--- config.mk ---
export PLATFORM = sky130hd
export DESIGN_NAME = extract_sink_crc_eol_convert_unit
export DESIGN_NICKNAME = d
export VERILOG_FILES = /design/src/esc_pkg.sv /design/src/esc_front.sv /design/src/esc_queue.sv /design/src/esc_back.sv /design/src/extract_sink_crc_eol_convert_unit.sv
export SDC_FILE = /design/constraint.sdc
export NUM_CORES = 1
export LEC_CHECK = 0
export ABC_AREA = 1
export BUFFER_PORTS_ARGS = -buffer_cell sky130_fd_sc_hd__buf_2
export CAP_MARGIN = 15
export CORE_MARGIN = 1.5
export CORE_UTILIZATION = 47
export CTS_CLUSTER_SIZE = 8
export DETAILED_ROUTE_END_ITERATION = 8
export PLACE_DENSITY_LB_ADDON = 0.1
export SLEW_MARGIN = 20
export SYNTH_ARGS = -nofsm -noshare
export SYNTH_HDL_FRONTEND = slang
export SYNTH_SLANG_ARGS = --single-unit
--- constraint.sdc ---
create_clock -name clock -period 4.4 [get_ports clock]
set_input_delay 0.66 -clock clock [delete_from_list [all_inputs] [get_ports clock]]
set_output_delay 0.66 -clock clock [all_outputs]
set_load 0.01 [all_outputs]
--- src/esc_pkg.sv ---
// shared types, register indexes and the crc-32 byte update for the extract sink
// no dependencies; imported by every module of the block
package esc_pkg;

   // character codes handled by the line-ending conversion
   localparam logic [7:0] CHAR_CR = 8'h0D;
   localparam logic [7:0] CHAR_LF = 8'h0A;

   // reflected crc-32 polynomial
   localparam logic [31:0] CRC_POLY = 32'hEDB88320;

   // register indexes on the csr port (byte address bits [3:2])
   localparam logic [1:0] REG_TEXT_MODE    = 2'd0;
   localparam logic [1:0] REG_TEST_ONLY    = 2'd1;
   localparam logic [1:0] REG_LIMIT_ENABLE = 2'd2;
   localparam logic [1:0] REG_BYTE_LIMIT   = 2'd3;

   // input beat
   typedef struct packed {
      logic [7:0] data_byte;
      logic       start_of_file;
      logic       last_in_buffer;
   } esc_req_type;

   // result beat
   typedef struct packed {
      logic [7:0]  out_byte;
      logic        byte_valid;
      logic [31:0] crc_value;
      logic        overrun;
      logic        buffer_end;
      logic        last_of_run;
   } esc_rsp_type;

   // configuration registers as seen by the front end
   typedef struct packed {
      logic        text_mode;
      logic        test_only;
      logic        limit_enable;
      logic [31:0] byte_limit;
   } esc_cfg_type;

   // what the back end has to do with one classified item
   typedef enum logic [1:0] {
      KIND_STATUS = 2'd0,
      KIND_BYTE   = 2'd1,
      KIND_PAIR   = 2'd2
   } esc_kind_type;

   // one entry of the queue between front and back
   typedef struct packed {
      esc_kind_type kind;
      logic [7:0]   data_byte;
      logic [31:0]  crc_value;
      logic         overrun;
      logic         buffer_end;
   } esc_entry_type;

   // one byte through the finished-form crc-32
   function automatic logic [31:0] crc_byte(input logic [31:0] crc, input logic [7:0] b);
      logic [31:0] c;
      c = ~crc;
      c[7:0] = c[7:0] ^ b;
      for (int i = 0; i < 8; i++) begin
         c = c[0] ? ((c >> 1) ^ CRC_POLY) : (c >> 1);
      end
      return ~c;
   endfunction

endpackage

--- src/esc_front.sv ---
// front end: accepts input beats, runs budget, crc and cr memory, classifies items
// depends on esc_pkg
module esc_front
   import esc_pkg::*;
(
   input  logic          clock,
   input  logic          reset,
   input  esc_cfg_type   cfg,
   input  logic          req_push,
   input  esc_req_type   req_data,
   input  logic          q_full,
   output logic          q_push,
   output esc_entry_type q_entry
);

   logic [31:0] crc_ff, crc_in;
   logic        prev_cr_ff, prev_cr_in;
   logic [31:0] left_ff, left_in;

   logic [31:0] crc_base;
   logic        prev_base;
   logic [31:0] left_base;
   logic        drop;
   logic [7:0]  b;

   assign q_push = req_push && !q_full;
   assign b      = req_data.data_byte;

   // start of file clears crc and cr memory and reloads the budget first
   always_comb begin
      crc_base  = req_data.start_of_file ? 32'd0 : crc_ff;
      prev_base = req_data.start_of_file ? 1'b0 : prev_cr_ff;
      left_base = req_data.start_of_file ? cfg.byte_limit : left_ff;
      drop      = cfg.limit_enable && (left_base == 32'd0);
   end

   // classify and compute next state
   always_comb begin
      left_in    = (cfg.limit_enable && !drop) ? left_base - 32'd1 : left_base;
      crc_in     = drop ? crc_base : crc_byte(crc_base, b);
      prev_cr_in = prev_base;

      q_entry.kind       = KIND_STATUS;
      q_entry.data_byte  = 8'd0;
      q_entry.crc_value  = crc_in;
      q_entry.overrun    = drop;
      q_entry.buffer_end = req_data.last_in_buffer;

      if (drop || cfg.test_only) begin
         q_entry.kind = KIND_STATUS;
      end else if (!cfg.text_mode) begin
         q_entry.kind      = KIND_BYTE;
         q_entry.data_byte = b;
      end else if (b == CHAR_LF && prev_base) begin
         // lf right after cr is swallowed
         q_entry.kind = KIND_STATUS;
         prev_cr_in   = 1'b0;
      end else if (b == CHAR_CR || b == CHAR_LF) begin
         q_entry.kind = KIND_PAIR;
         prev_cr_in   = (b == CHAR_CR);
      end else begin
         q_entry.kind      = KIND_BYTE;
         q_entry.data_byte = b;
         prev_cr_in        = 1'b0;
      end
   end

   // state registers update on each accepted beat
   always_ff @(posedge clock) begin
      if (reset) begin
         crc_ff     <= 32'd0;
         prev_cr_ff <= 1'b0;
         left_ff    <= 32'd0;
      end else if (q_push) begin
         crc_ff     <= crc_in;
         prev_cr_ff <= prev_cr_in;
         left_ff    <= left_in;
      end
   end

endmodule

--- src/esc_queue.sv ---
// short queue of classified items between front and back end
// depends on esc_pkg
module esc_queue
   import esc_pkg::*;
#(
   parameter int DEPTH = 4
)
(
   input  logic          clock,
   input  logic          reset,
   input  logic          push,
   input  esc_entry_type push_entry,
   input  logic          pop,
   output logic          full,
   output logic          empty,
   output esc_entry_type head
);

   localparam int PTR_W = (DEPTH > 1) ? $clog2(DEPTH) : 1;
   localparam int CNT_W = $clog2(DEPTH + 1);

   esc_entry_type slots_ff [DEPTH];
   logic [PTR_W-1:0] wr_ptr_ff, wr_ptr_in;
   logic [PTR_W-1:0] rd_ptr_ff, rd_ptr_in;
   logic [CNT_W-1:0] count_ff, count_in;

   assign full  = (count_ff == CNT_W'(DEPTH));
   assign empty = (count_ff == '0);
   assign head  = slots_ff[rd_ptr_ff];

   // pointer wrap and fill count
   always_comb begin
      wr_ptr_in = wr_ptr_ff;
      rd_ptr_in = rd_ptr_ff;
      count_in  = count_ff;
      if (push) begin
         wr_ptr_in = (wr_ptr_ff == PTR_W'(DEPTH - 1)) ? '0 : wr_ptr_ff + 1'b1;
      end
      if (pop) begin
         rd_ptr_in = (rd_ptr_ff == PTR_W'(DEPTH - 1)) ? '0 : rd_ptr_ff + 1'b1;
      end
      if (push && !pop) begin
         count_in = count_ff + 1'b1;
      end else if (pop && !push) begin
         count_in = count_ff - 1'b1;
      end
   end

   always_ff @(posedge clock) begin
      if (reset) begin
         wr_ptr_ff <= '0;
         rd_ptr_ff <= '0;
         count_ff  <= '0;
      end else begin
         wr_ptr_ff <= wr_ptr_in;
         rd_ptr_ff <= rd_ptr_in;
         count_ff  <= count_in;
      end
   end

   // storage, no reset needed
   always_ff @(posedge clock) begin
      if (push) begin
         slots_ff[wr_ptr_ff] <= push_entry;
      end
   end

endmodule

--- src/esc_back.sv ---
// back end: expands queued items into result beats and holds the output register
// depends on esc_pkg
module esc_back
   import esc_pkg::*;
(
   input  logic          clock,
   input  logic          reset,
   input  logic          q_empty,
   input  esc_entry_type q_head,
   output logic          q_pop,
   input  logic          rsp_pop,
   output logic          rsp_empty,
   output esc_rsp_type   rsp_data
);

   typedef enum logic [1:0] {
      PHASE_FIRST  = 2'b01,
      PHASE_SECOND = 2'b10
   } phase_type;

   phase_type   phase_ff, phase_in;
   logic        out_valid_ff, out_valid_in;
   esc_rsp_type out_data_ff;
   esc_rsp_type beat;
   logic        load;

   assign load      = !q_empty && (!out_valid_ff || rsp_pop);
   assign rsp_empty = !out_valid_ff;
   assign rsp_data  = out_data_ff;

   // build the next result beat from the head item
   always_comb begin
      beat.out_byte    = 8'd0;
      beat.byte_valid  = 1'b0;
      beat.crc_value   = q_head.crc_value;
      beat.overrun     = q_head.overrun;
      beat.buffer_end  = q_head.buffer_end;
      beat.last_of_run = 1'b1;
      q_pop            = load;
      phase_in         = phase_ff;
      case (q_head.kind)
         KIND_BYTE: begin
            beat.out_byte   = q_head.data_byte;
            beat.byte_valid = 1'b1;
         end
         KIND_PAIR: begin
            beat.byte_valid = 1'b1;
            case (phase_ff)
               PHASE_FIRST: begin
                  beat.out_byte    = CHAR_CR;
                  beat.buffer_end  = 1'b0;
                  beat.last_of_run = 1'b0;
                  q_pop            = 1'b0;
                  if (load) phase_in = PHASE_SECOND;
               end
               PHASE_SECOND: begin
                  beat.out_byte = CHAR_LF;
                  if (load) phase_in = PHASE_FIRST;
               end
               default: begin
                  beat.out_byte = CHAR_LF;
                  phase_in      = PHASE_FIRST;
               end
            endcase
         end
         default: begin
            beat.out_byte   = 8'd0;
            beat.byte_valid = 1'b0;
         end
      endcase
   end

   // output register valid flag
   always_comb begin
      out_valid_in = out_valid_ff;
      if (load) begin
         out_valid_in = 1'b1;
      end else if (rsp_pop) begin
         out_valid_in = 1'b0;
      end
   end

   always_ff @(posedge clock) begin
      if (reset) begin
         phase_ff     <= PHASE_FIRST;
         out_valid_ff <= 1'b0;
      end else begin
         phase_ff     <= phase_in;
         out_valid_ff <= out_valid_in;
      end
   end

   always_ff @(posedge clock) begin
      if (load) begin
         out_data_ff <= beat;
      end
   end

endmodule

--- src/extract_sink_crc_eol_convert_unit.sv ---
// top level of the extract sink: csr registers, front end, queue, back end
// depends on esc_pkg, esc_front, esc_queue, esc_back
//
//   channel   ports                      beat / transfer
//   input     req_push req_full req_data push && !full
//   result    rsp_pop rsp_empty rsp_data pop && !empty
//   config    csr_p* (apb style)         psel && penable && pwrite
//
// one input beat per cycle while req_full is low; the front end updates crc,
// budget and cr memory in the accept cycle, so the crc byte step sets the
// front end's rate. a result passes the queue and the output register before
// it reaches the result ports; a cr/lf pair fills the output register with its
// cr beat, then its lf beat, so sustained rate is one result per cycle while
// rsp_pop is high. the queue absorbs bursts of pairs; req_full rises when full.
// synchronous active-high reset clears config, crc, budget, cr memory and queue.
module extract_sink_crc_eol_convert_unit
   import esc_pkg::*;
#(
   parameter int QUEUE_DEPTH = 4
)
(
   input  logic        clock,
   input  logic        reset,
   input  logic        req_push,
   output logic        req_full,
   input  esc_req_type req_data,
   input  logic        rsp_pop,
   output logic        rsp_empty,
   output esc_rsp_type rsp_data,
   input  logic        csr_psel,
   input  logic        csr_penable,
   input  logic        csr_pwrite,
   input  logic [3:0]  csr_paddr,
   input  logic [31:0] csr_pwdata,
   output logic [31:0] csr_prdata,
   output logic        csr_pready
);

   esc_cfg_type   cfg_ff;
   logic          csr_write;
   logic [1:0]    csr_index;
   logic          q_push;
   logic          q_pop;
   logic          q_full;
   logic          q_empty;
   esc_entry_type q_entry;
   esc_entry_type q_head;

   // csr port
   assign csr_pready = 1'b1;
   assign csr_write  = csr_psel && csr_penable && csr_pwrite;
   assign csr_index  = csr_paddr[3:2];

   always_ff @(posedge clock) begin
      if (reset) begin
         cfg_ff <= '0;
      end else if (csr_write) begin
         case (csr_index)
            REG_TEXT_MODE:    cfg_ff.text_mode    <= csr_pwdata[0];
            REG_TEST_ONLY:    cfg_ff.test_only    <= csr_pwdata[0];
            REG_LIMIT_ENABLE: cfg_ff.limit_enable <= csr_pwdata[0];
            REG_BYTE_LIMIT:   cfg_ff.byte_limit   <= csr_pwdata;
            default:          cfg_ff              <= cfg_ff;
         endcase
      end
   end

   always_comb begin
      case (csr_index)
         REG_TEXT_MODE:    csr_prdata = {31'd0, cfg_ff.text_mode};
         REG_TEST_ONLY:    csr_prdata = {31'd0, cfg_ff.test_only};
         REG_LIMIT_ENABLE: csr_prdata = {31'd0, cfg_ff.limit_enable};
         REG_BYTE_LIMIT:   csr_prdata = cfg_ff.byte_limit;
         default:          csr_prdata = 32'd0;
      endcase
   end

   assign req_full = q_full;

   esc_front u_front (
      .clock    (clock),
      .reset    (reset),
      .cfg      (cfg_ff),
      .req_push (req_push),
      .req_data (req_data),
      .q_full   (q_full),
      .q_push   (q_push),
      .q_entry  (q_entry)
   );

   esc_queue #(
      .DEPTH (QUEUE_DEPTH)
   ) u_queue (
      .clock      (clock),
      .reset      (reset),
      .push       (q_push),
      .push_entry (q_entry),
      .pop        (q_pop),
      .full       (q_full),
      .empty      (q_empty),
      .head       (q_head)
   );

   esc_back u_back (
      .clock     (clock),
      .reset     (reset),
      .q_empty   (q_empty),
      .q_head    (q_head),
      .q_pop     (q_pop),
      .rsp_pop   (rsp_pop),
      .rsp_empty (rsp_empty),
      .rsp_data  (rsp_data)
   );

   // a beat without a byte carries a zero byte
   a_status_zero: assert property (@(posedge clock) disable iff (reset)
      (!rsp_empty && !rsp_data.byte_valid) |-> (rsp_data.out_byte == 8'd0))
      else $error("status beat carries a nonzero byte");

   // only the cr half of a pair ends without last_of_run
   a_first_half_cr: assert property (@(posedge clock) disable iff (reset)
      (!rsp_empty && !rsp_data.last_of_run) |->
         (rsp_data.out_byte == CHAR_CR && rsp_data.byte_valid && !rsp_data.buffer_end
          && !rsp_data.overrun))
      else $error("non-final beat is not a cr");

   // once the cr half is popped, the lf half follows in the next cycle
   a_pair_follows: assert property (@(posedge clock) disable iff (reset)
      (!rsp_empty && rsp_pop && !rsp_data.last_of_run) |=>
         (!rsp_empty && rsp_data.out_byte == CHAR_LF && rsp_data.last_of_run))
      else $error("lf half of pair missing");

   // a dropped byte never writes data
   a_overrun_status: assert property (@(posedge clock) disable iff (reset)
      (!rsp_empty && rsp_data.overrun) |-> !rsp_data.byte_valid)
      else $error("overrun beat carries a byte");

endmodule

==> results_dict.tcl, run 1 <==
set metrics [dict create \
    fin_ws_ns 0.850 \
    switching_share 0.339 \
    synth_warnings 0 \
    yosysTopAreaCellShare 0.406 \
    met1_length_mm 17.7 \
    layout_common_cells "nand2_1 (458), nor2_1 (246), inv_1 (227), edfxtp_1 (220), o21ai_0 (150)" \
    cpPeakStageDelay_ns 0.44 \
    reg2regPathDepth 17 \
    postSynthAreaPerCell_um2 8.46 \
    p_leak_uw 0.00808 \
    cts.clk_slew.worst_paths_ns 0.05 \
    cts_resized 0 \
    netlist_instances 1921 \
    dr_total_vias 12900 \
    ys_seq_elements 332 \
    numCtsBuffers 47 \
    initial_core_util 0.481 \
    p_switching_uw 3660 \
    cts_root_buf "clkbuf_16" \
    setup_viol 0 \
    ys_dominant_reg_cell "edfxtp_1" \
    dr_wl_met2_mm 20.9 \
    postCtsSetupBuffers 0 \
    drive_above_1_share 0.142 \
    p_int_uw 7150 \
    combPwrFrac 0.293 \
    track_usage 0.230 \
    die_w_um 189 \
    yosysTopAreaCell "edfxtp_1" \
    grt_max_degree 74 \
    clock_path_buffers 3 \
    htreeDepth 2 \
    setup_tns_ns 0 \
    max_slew_margin 0.447 \
    worstPathCellList "buf_4, nand2_1, a32oi_1, inv_1, ha_1, inv_1, nor2_1, nor2_1, inv_1, nand2_1, ha_1, inv_1, fa_1, a21oi_1, o21ai_0, o21ai_0, a21oi_1" \
    ctsHoldBuffers 0 \
    cts.sinks 332 \
    die_h_um 189 \
    tightest_slew_ns 0.830 \
    route.met3.wl_mm 1.58 \
    mostFrequentLayoutCell "nand2_1" \
    worstPathArrival_ns 3.98 \
    fmax_mhz 282 \
    p_seq_frac 0.404 \
    antenna_left 0 \
    core_um2 33800 \
    gp_congestion 0.931 \
    clk_latency_ns 0.55 \
    p_total_uw 10800 \
    netlist_area_um2 16300 \
    hold_violations 0 \
    p_per_area_nw_per_um2 580 \
    antenna_found_initial 0 \
    hold_path.class "input port to flip-flop" \
    synthToLayoutAreaGrowth_pct 14.7 \
    diodes 0 \
    grt_pass1_wl_mm 64.3 \
    drc 0 \
    pwr-share-clk 0.303 \
    drv_slew 0 \
    drt-initial-drc-count 808 \
    reg2reg_setup_slack_ns 0.85 \
    final_nets 2103 \
    grt-ovfl-total 0 \
    synthArstFlopShare 0 \
    dp_hpwl_mm 27.4 \
    synth_nets 1985 \
    crit_type "flip-flop to flip-flop" \
    status "finished, final reports clean" \
    min_period_ns 3.55 \
    crit_path_max_fanout 41 \
    crit_family "adder cells" \
    fin_crit_sh 0.807 \
    r2r_end "u_queue.count_ff[2]" \
    slowest_stage "fa_1" \
    crit_path_frequent_cell "inv_1" \
    num_io_pins 132 \
    ys_seq_area_frac 0.544 \
    endpoint "u_queue.count_ff[2]" \
    skew_ns 0.0161 \
    wl_mm 41.1 \
    die_area_um2 35700 \
    rsz0062_at_grt "no" \
    top_layer "met4" \
    setup.worst_path.end_class "flip-flop" \
    firstDrtPassIters 5 \
    cp.depth 17 \
    crit_required_ns 4.83 \
    synth_edf_count 220 \
    avgViaCountPerCell 5.11 \
    ys_types 46 \
    grt_pass1_vias 12000 \
    wl_per_cell_um 16.3 \
    ir_drop_mv 0.331 \
    path_buf_inv 5 \
    cap_violations 0 \
    fillers 3160 \
    final_core_util 0.552 \
    rows 67 \
    tritoncts "built" \
    synth_area_leaders "edfxtp_1 (41%), dfxtp_1 (14%), nand2_1 (11%)" \
    post-place-ws_ns 0.735 \
    cp-start-kind "flip-flop" \
    port_buffers 128 \
]
-- flip-flops by register name, indices dropped and copies added, names as in the netlist, named ones only --
register             count
u_queue.wr_ptr_ff        2
u_queue.slots_ff       176
u_front.crc_ff          32
u_queue.count_ff         3
u_front.left_ff         32
u_back.rsp_data         44
u_back.out_valid_ff      1
u_back.phase_ff          2
u_queue.rd_ptr_ff        2
u_front.prev_cr_ff       1
cfg_ff                  35
-- worst register-to-register path, stage by stage (launching register included) --
cell	delay (ns)
dfxtp_2	0.33
buf_4	0.39
nand2_1	0.11
a32oi_1	0.32
inv_1	0.08
ha_1	0.22
inv_1	0.09
nor2_1	0.07
nor2_1	0.18
inv_1	0.17
nand2_1	0.27
ha_1	0.21
inv_1	0.07
fa_1	0.44
a21oi_1	0.15
o21ai_0	0.12
o21ai_0	0.16
a21oi_1	0.05
-- metal layers --
metal | track usage | vias up
met2 | 0.413 | 281
li1 | - | 6511
met4 | 0.0696 | 0
met1 | 0.288 | 6031
met3 | 0.0289 | 64
met5 | 0 | -
-- worst min path at each step --
| stage | depth (start not counted) | endpoint | from |
|---|---|---|---|
| CTS | 1 | u_queue.slots_ff[2][0] | req_data[0] |
| global route | 1 | u_queue.slots_ff[3][0] | req_data[0] |
| floorplan | 2 | u_front.prev_cr_ff | u_front.prev_cr_ff |
| global placement | 2 | u_front.prev_cr_ff | u_front.prev_cr_ff |
| detailed placement | 2 | u_front.prev_cr_ff | u_front.prev_cr_ff |
| finish | 1 | u_queue.slots_ff[1][0] | req_data[0] |
-- area by class of cell --
class	instances	area, um2	share of cell area
clock buffers	79	1300	0.0695
clock inverters	3	33.8	0.00181
inverters	235	888	0.0476
multi-input cells	1267	6120	0.328
flip-flops and latches	332	8850	0.474
well taps	448	561	0.0301
repair buffers	156	901	0.0483
-- power by group through the flow --
stage	clock network (uW)	logic, uW	registers [uW]
detailed placement	0	3200	4430
global route	3470	3570	4420
floorplan	0	2020	4550
finish	3280	3170	4370
global placement	0	3140	4410
CTS	3350	3220	4370
-- through the flow --
| step | instances | hold slack [ns] | cell area, um2 |
|---|---|---|---|
| after floorplan | 1921 | 0.445 | 16300 |
| after global placement | 2438 | 0.456 | 17300 |
| after detailed placement | 2438 | 0.457 | 17300 |
| after CTS | 2520 | 0.334 | 18700 |
| after global routing | 2520 | 0.353 | 18700 |
| final | 2520 | 0.346 | 18700 |
-- cells in the mapped netlist (13+ instances only) --
library cell and n:
a21oi_1 106, clkbuf_1 54, dfxtp_1 112, edfxtp_1 220, inv_1 229, nand2_1 458
nand2_2 39, nand3_1 75, nor2_1 251, o211ai_1 15, o21ai_0 150, o21ai_1 13
o21ai_2 18, o22ai_1 37, xor2_1 34
-- kinds of logic after synthesis --
group | Yosys count | share of synthesized area
xor gates and xnor gates | 45 | 0.0242
AOI/OAI and AO/OA | 354 | 0.122
buffers and inverters | 322 | 0.0820
DFF | 332 | 0.544
other | 1 | 0.000231
and+or+nand+nor | 856 | 0.219
adders and majority gates | 11 | 0.00893
Power figures use the tool's default switching activity.
==> run 2: changes to the inputs <==
--- a/config.mk
+++ b/config.mk
@@ -5,7 +5,7 @@
 export SDC_FILE = /design/constraint.sdc
 export NUM_CORES = 1
 export LEC_CHECK = 0
-export ABC_AREA = 1
+export ABC_AREA = 0
 export BUFFER_PORTS_ARGS = -buffer_cell sky130_fd_sc_hd__buf_2
 export CAP_MARGIN = 15
 export CORE_MARGIN = 1.5
==> constraint.sdc (replaced) <==
create_clock -name clock -period 3 [get_ports clock]
set_input_delay 0.45 -clock clock [delete_from_list [all_inputs] [get_ports clock]]
set_output_delay 0.45 -clock clock [all_outputs]
set_load 0.01 [all_outputs]
==> run 2 against run 1 <==
Compared with the run above: maximum frequency is 25% higher; wire length decreased by 6.2%; clock power is 48% higher; synthesized cell count is 32% lower; largest power group unchanged.
==> results_dict.tcl, run 2 <==
set metrics [dict create \
    cts_resized 0 \
    grt_pass1_vias 11300 \
    synth_top_family_by_area "simple AND/OR/NAND/NOR gates" \
    yosysTopAreaCellShare 0.422 \
    antenna_left 0 \
    dp_cells 1970 \
    numCtsBuffers 47 \
    setup_viol 0 \
    max_slew_margin 0.384 \
    gp_congestion 0.911 \
    r2r_end "u_queue.slots_ff[1][5]" \
    fin_ws_ns 0.167 \
    rows 66 \
    die_area_um2 34400 \
    synth.most_common_cell "edfxtp_1" \
    synth_warnings 0 \
    largest_reg_flops 176 \
    die_h_um 186 \
    hold_path.class "input port to flip-flop" \
    slowest_stage "or4b_2" \
    fillers 2712 \
    top_register "u_queue.slots_ff" \
    worstPathArrival_ns 3.24 \
    grt_pass1_wl_mm 61.5 \
    p_leak_uw 0.00757 \
    crit_path_max_fanout 29 \
    clk_latency_ns 0.54 \
    fmax_mhz 353 \
    synthToLayoutAreaGrowth_pct 25.4 \
    dr_total_vias 11500 \
    postSynthAreaPerCell_um2 11.9 \
    synth_area_leaders "edfxtp_1 (42%), dfxtp_1 (14%), mux4_2 (6.5%)" \
    holdWs_ns 0.135 \
    die_w_um 186 \
    ctsHoldBuffers 0 \
    netlist_area_um2 15700 \
    synth_xor_area_frac 0.0513 \
    grt_max_degree 91 \
    drc 0 \
    wl_per_cell_um 18.8 \
    hold_violations 0 \
    synth_edf_count 220 \
    htreeDepth 2 \
    cts.sinks 332 \
    p_total_uw 16300 \
    synth_compound_area_frac 0.0993 \
    layout_common_cells "edfxtp_1 (220), buf_4 (160), nand2_1 (148), buf_2 (126), dfxtp_1 (110)" \
    crit_type "flip-flop to flip-flop" \
    p_per_area_nw_per_um2 830 \
    clock_path_buffers 3 \
    finalNonFillerCells 2052 \
    grt-ovfl-total 0 \
    port_buffers 128 \
    rsz0062_at_grt "no" \
    drive_above_1_share 0.296 \
    diodes 0 \
    tritoncts "built" \
    ys_seq_area_frac 0.565 \
    cpPeakStageDelay_ns 0.68 \
    skew_ns 0.0192 \
    avgViaCountPerCell 5.58 \
    reg2reg_setup_slack_ns 0.17 \
    worstPathCellList "or4b_2, a222oi_1, buf_4, and3_4, nand4_4, buf_12, inv_4, buf_12, a21oi_1, o21ai_1, buf_4" \
    min_delay_worst_endpoint "u_queue.slots_ff[0][0]" \
    reg2regPathDepth 11 \
    synth_common_cells "edfxtp_1 (220), nand2_1 (149), dfxtp_1 (112)" \
    post-place-ws_ns -0.239 \
    core_um2 32700 \
    setup.worst_path.end_class "flip-flop" \
    path_buf_inv 5 \
    hold_start "req_data[0]" \
    antenna_found_initial 0 \
    hold_depth 1 \
    min_period_ns 2.83 \
    drv_slew 0 \
    status "finished, final reports clean" \
    fin_crit_sh 0.944 \
    yosys.area_share.simple 0.155 \
    crit_required_ns 3.40 \
    initial_core_util 0.479 \
    crit_family "simple AND/OR/NAND/NOR gates" \
    num_io_pins 132 \
    dp_hpwl_mm 25.5 \
    cap_violations 0 \
    cts.clk_slew.worst_paths_ns 0.05 \
    synth_nets 1376 \
    ys_dominant_reg_cell "edfxtp_1" \
    tightest_slew_ns 0.924 \
    wl_mm 38.6 \
    ys_seq_elements 332 \
    setup_tns_ns 0 \
    postCtsSetupBuffers 0 \
    cp-start-kind "flip-flop" \
    ir_drop_mv 0.434 \
    yosysTopAreaCell "edfxtp_1" \
    netlist_instances 1312 \
    synthArstFlopShare 0 \
    drt-initial-drc-count 745 \
    cts_root_buf "clkbuf_16" \
    firstDrtPassIters 5 \
    mostFrequentLayoutCell "edfxtp_1" \
    ys_types 78 \
    track_usage 0.230 \
    final_nets 1641 \
    muxShareOfSynthArea 0.0929 \
    r2r_start "cfg_ff[26]" \
    synth-adder-area-share 0.00926 \
]
-- run 2: cells by family after synthesis --
family	Yosys count
simple gates	467
mux	88
compound gates	236
xor+xnor	72
other cells	1
flops	332
buf+inv	105
fa+ha+maj	11
-- run 2: routing by layer --
layer	share of wire	vias up	global-route usage
met2	0.48	341	0.388
met1	0.45	5564	0.306
li1	-	5484	-
met3	0.046	67	0.0307
met4	0.026	0	0.0774
met5	0	-	0
-- run 2: through the flow --
step / cell area (um2) / util
2_1_floorplan: 16100 / -
3_3_place_gp: 18300 / 0.559
3_5_place_dp: 18300 / 0.559
4_1_cts: 19600 / 0.601
5_1_grt: 19600 / 0.601
6_report: 19600 / 0.601
-- run 2: power breakdown --
part | switching [uW] | internal, uW
Combinational | 2610 | 2250
Clock | 1850 | 3000
Sequential | 305 | 6290
-- run 2: area by class of cell --
cell class / count / area (um2) / area share
Clock buffer: 81 / 1350 / 0.0685
Sequential cell: 332 / 8850 / 0.451
Multi-Input combinational cell: 875 / 6700 / 0.341
Inverter: 21 / 81.3 / 0.00414
Tap cell: 442 / 553 / 0.0282
Clock inverter: 1 / 5.00 / 0.000255
Timing Repair Buffer: 300 / 2110 / 0.108
-- run 2: worst register-to-register path, cell delays in order (launching register included) --
cell and delay, ns:
dfxtp_1 0.31, or4b_2 0.68, a222oi_1 0.27, buf_4 0.18, and3_4 0.18, nand4_4 0.11
buf_12 0.20, inv_4 0.11, buf_12 0.13, a21oi_1 0.07, o21ai_1 0.26, buf_4 0.19
-- run 2: worst max-delay path by stage --
stage / slack (ns) / endpoint / cells after the start / from
2_1_floorplan: -0.21 / u_queue.slots_ff[0][10] / 16 / req_data[1]
3_3_place_gp: -0.14 / u_queue.slots_ff[0][20] / 10 / req_data[1]
3_5_place_dp: -0.24 / u_front.left_ff[31] / 11 / req_data[1]
4_1_cts: 0.18 / u_front.left_ff[17] / 10 / cfg_ff[26]
5_1_grt: 0.02 / u_front.left_ff[31] / 11 / cfg_ff[26]
6_report: 0.17 / u_queue.slots_ff[1][5] / 11 / cfg_ff[26]
==> run 3: changes to the inputs <==
--- a/config.mk
+++ b/config.mk
@@ -8,12 +8,13 @@
 export ABC_AREA = 0
 export BUFFER_PORTS_ARGS = -buffer_cell sky130_fd_sc_hd__buf_2
 export CAP_MARGIN = 15
+export CORE_ASPECT_RATIO = 0.6
 export CORE_MARGIN = 1.5
 export CORE_UTILIZATION = 47
 export CTS_CLUSTER_SIZE = 8
 export DETAILED_ROUTE_END_ITERATION = 8
 export PLACE_DENSITY_LB_ADDON = 0.1
-export SLEW_MARGIN = 20
 export SYNTH_ARGS = -nofsm -noshare
 export SYNTH_HDL_FRONTEND = slang
 export SYNTH_SLANG_ARGS = --single-unit
+export TNS_END_PERCENT = 30
==> run 3 against run 2 <==
Compared with the run above: critical path depth down 3; non-clock buffer count shrank 8; combinational power shrank 1%.
==> results_dict.tcl, run 3 (synthesized netlist as in run 2, its figures left out) <==
set metrics [dict create \
    cts.clk_slew.worst_paths_ns 0.05 \
    status "finished, final reports clean" \
    hold_violations 0 \
    ir_drop_mv 0.690 \
    grt_pass1_wl_mm 63.5 \
    switching_share 0.302 \
    drc 0 \
    die_w_um 239 \
    grt_pass1_vias 11000 \
    diodes 0 \
    gp_congestion 0.925 \
    tightest_slew_ns 0.947 \
    setup_viol 0 \
    top_register "u_queue.slots_ff" \
    fin_crit_sh 0.949 \
    crit_type "flip-flop to flip-flop" \
    final_nets 1633 \
    htreeDepth 2 \
    avgViaCountPerCell 5.64 \
    hold_start "req_data[0]" \
    cp-start-kind "flip-flop" \
    combPwrFrac 0.296 \
    core_um2 32600 \
    crit_required_ns 3.23 \
    drv_slew 0 \
    crit_path_max_fanout 20 \
    drt-initial-drc-count 1123 \
    rsz0062_at_grt "no" \
    fin_ws_ns 0.154 \
    min_period_ns 2.85 \
    skew_ns 0.0198 \
    holdWs_ns 0.133 \
    fillers 2683 \
    ctsHoldBuffers 0 \
    layout_common_cells "edfxtp_1 (220), buf_4 (151), nand2_1 (148), buf_2 (126), dfxtp_1 (110)" \
    drive_above_1_share 0.285 \
    mostFrequentLayoutCell "edfxtp_1" \
    rows 51 \
    worstPathCellList "or4b_2, a222oi_1, buf_4, and3_4, nand4_4, buf_12, mux2i_1, o32ai_1" \
    crit_family "simple AND/OR/NAND/NOR gates" \
    hold_path.class "input port to flip-flop" \
    antenna_left 0 \
    numCtsBuffers 47 \
    clk_latency_ns 0.55 \
    tritoncts "built" \
    path_buf_inv 2 \
    p_seq_frac 0.408 \
    wl_mm 40.6 \
    p_int_uw 11300 \
    initial_core_util 0.480 \
    cts_root_buf "clkbuf_16" \
    die_h_um 144 \
    grt-ovfl-total 0 \
    reg2reg_setup_slack_ns 0.15 \
    track_usage 0.240 \
    p_switching_uw 4900 \
    die_area_um2 34500 \
    cpPeakStageDelay_ns 0.71 \
    dp_hpwl_mm 27.5 \
    wl_per_cell_um 19.8 \
    port_buffers 128 \
    p_per_area_nw_per_um2 833 \
    fmax_mhz 351 \
    dr_total_vias 11600 \
    cap_violations 0 \
    antenna_found_initial 1 \
    synthToLayoutAreaGrowth_pct 24.3 \
    pwr-share-clk 0.297 \
    p_leak_uw 0.00752 \
    slowest_stage "or4b_2" \
    cts.sinks 332 \
    firstDrtPassIters 5 \
    setup.worst_path.end_class "flip-flop" \
    cp-startpoint "cfg_ff[26]" \
    largest_reg_flops 176 \
    num_io_pins 132 \
    worstPathArrival_ns 3.07 \
    clock_path_buffers 3 \
    r2r_start "cfg_ff[26]" \
    max_slew_margin 0.364 \
    post-place-ws_ns -0.368 \
    grt_max_degree 49 \
]
[run 3: cell types whose count changed in the layout (fill, tap and decap cells not counted), moves of 3 or more]
| cell | delta |
|---|---|
| buf_4 | -9 |
| nand3_1 | +3 |
| nand3_2 | -3 |
| o21ai_1 | +3 |
| o21ai_4 | -3 |
[run 3: worst paths after layout]
kind | endpoint | cells past startpoint
worst min-delay path | u_queue.slots_ff[2][0] | 1
worst min register to register | u_front.left_ff[24] | 2
worst max-delay path | u_queue.slots_ff[2][11] | 8
worst max register to register | u_queue.slots_ff[2][11] | 8
[run 3: what timing repair did]
action,4_1_cts,5_1_grt
endpoints found under the setup margin,0,2
gates resized for setup,0,2
buffers inserted,0,0
[run 3: through the flow]
| stage | instance area (um2) | util | setup TNS (ns) | power, uW | instances |
|---|---|---|---|---|---|
| 2_1_floorplan | 16000 | - | -25.17 | 9640 | 1312 |
| 3_3_place_gp | 18100 | 0.556 | -42.48 | 11400 | 1970 |
| 3_5_place_dp | 18100 | 0.556 | -59.48 | 11500 | 1970 |
| 4_1_cts | 19500 | 0.597 | 0 | 16300 | 2052 |
| 5_1_grt | 19500 | 0.597 | 0 | 17100 | 2052 |
| 6_report | 19500 | 0.597 | 0 | 16200 | 2052 |
[run 3: worst reg2reg max path: stages (launching register included)]
cell	delay [ns]
dfxtp_1	0.31
or4b_2	0.71
a222oi_1	0.26
buf_4	0.21
and3_4	0.21
nand4_4	0.10
buf_12	0.19
mux2i_1	0.13
o32ai_1	0.41
[run 3: layout make-up]
type	count	area [um2]	share of cell area
clock inverter	3	37.5	0.00193
inverter	21	81.3	0.00417
clock buffer	79	1300	0.0665
sequential	332	8850	0.454
tap	450	563	0.0289
multi-input combinational	875	6600	0.339
timing repair buffer	292	2060	0.106
[run 3: power groups by stage]
stage	clock network [uW]	logic, uW	registers [uW]
3_3_place_gp	0	4710	6670
6_report	4820	4790	6610
2_1_floorplan	0	2850	6790
3_5_place_dp	0	4790	6690
5_1_grt	5130	5230	6690
4_1_cts	4920	4810	6610
[run 3: routing by layer]
layer / share of wire / track usage / vias up
li1: - / - / 5462
met1: 0.52 / 0.388 / 5711
met2: 0.40 / 0.328 / 363
met3: 0.069 / 0.0462 / 40
met4: 0.011 / 0.0476 / 0
met5: 0 / 0 / -
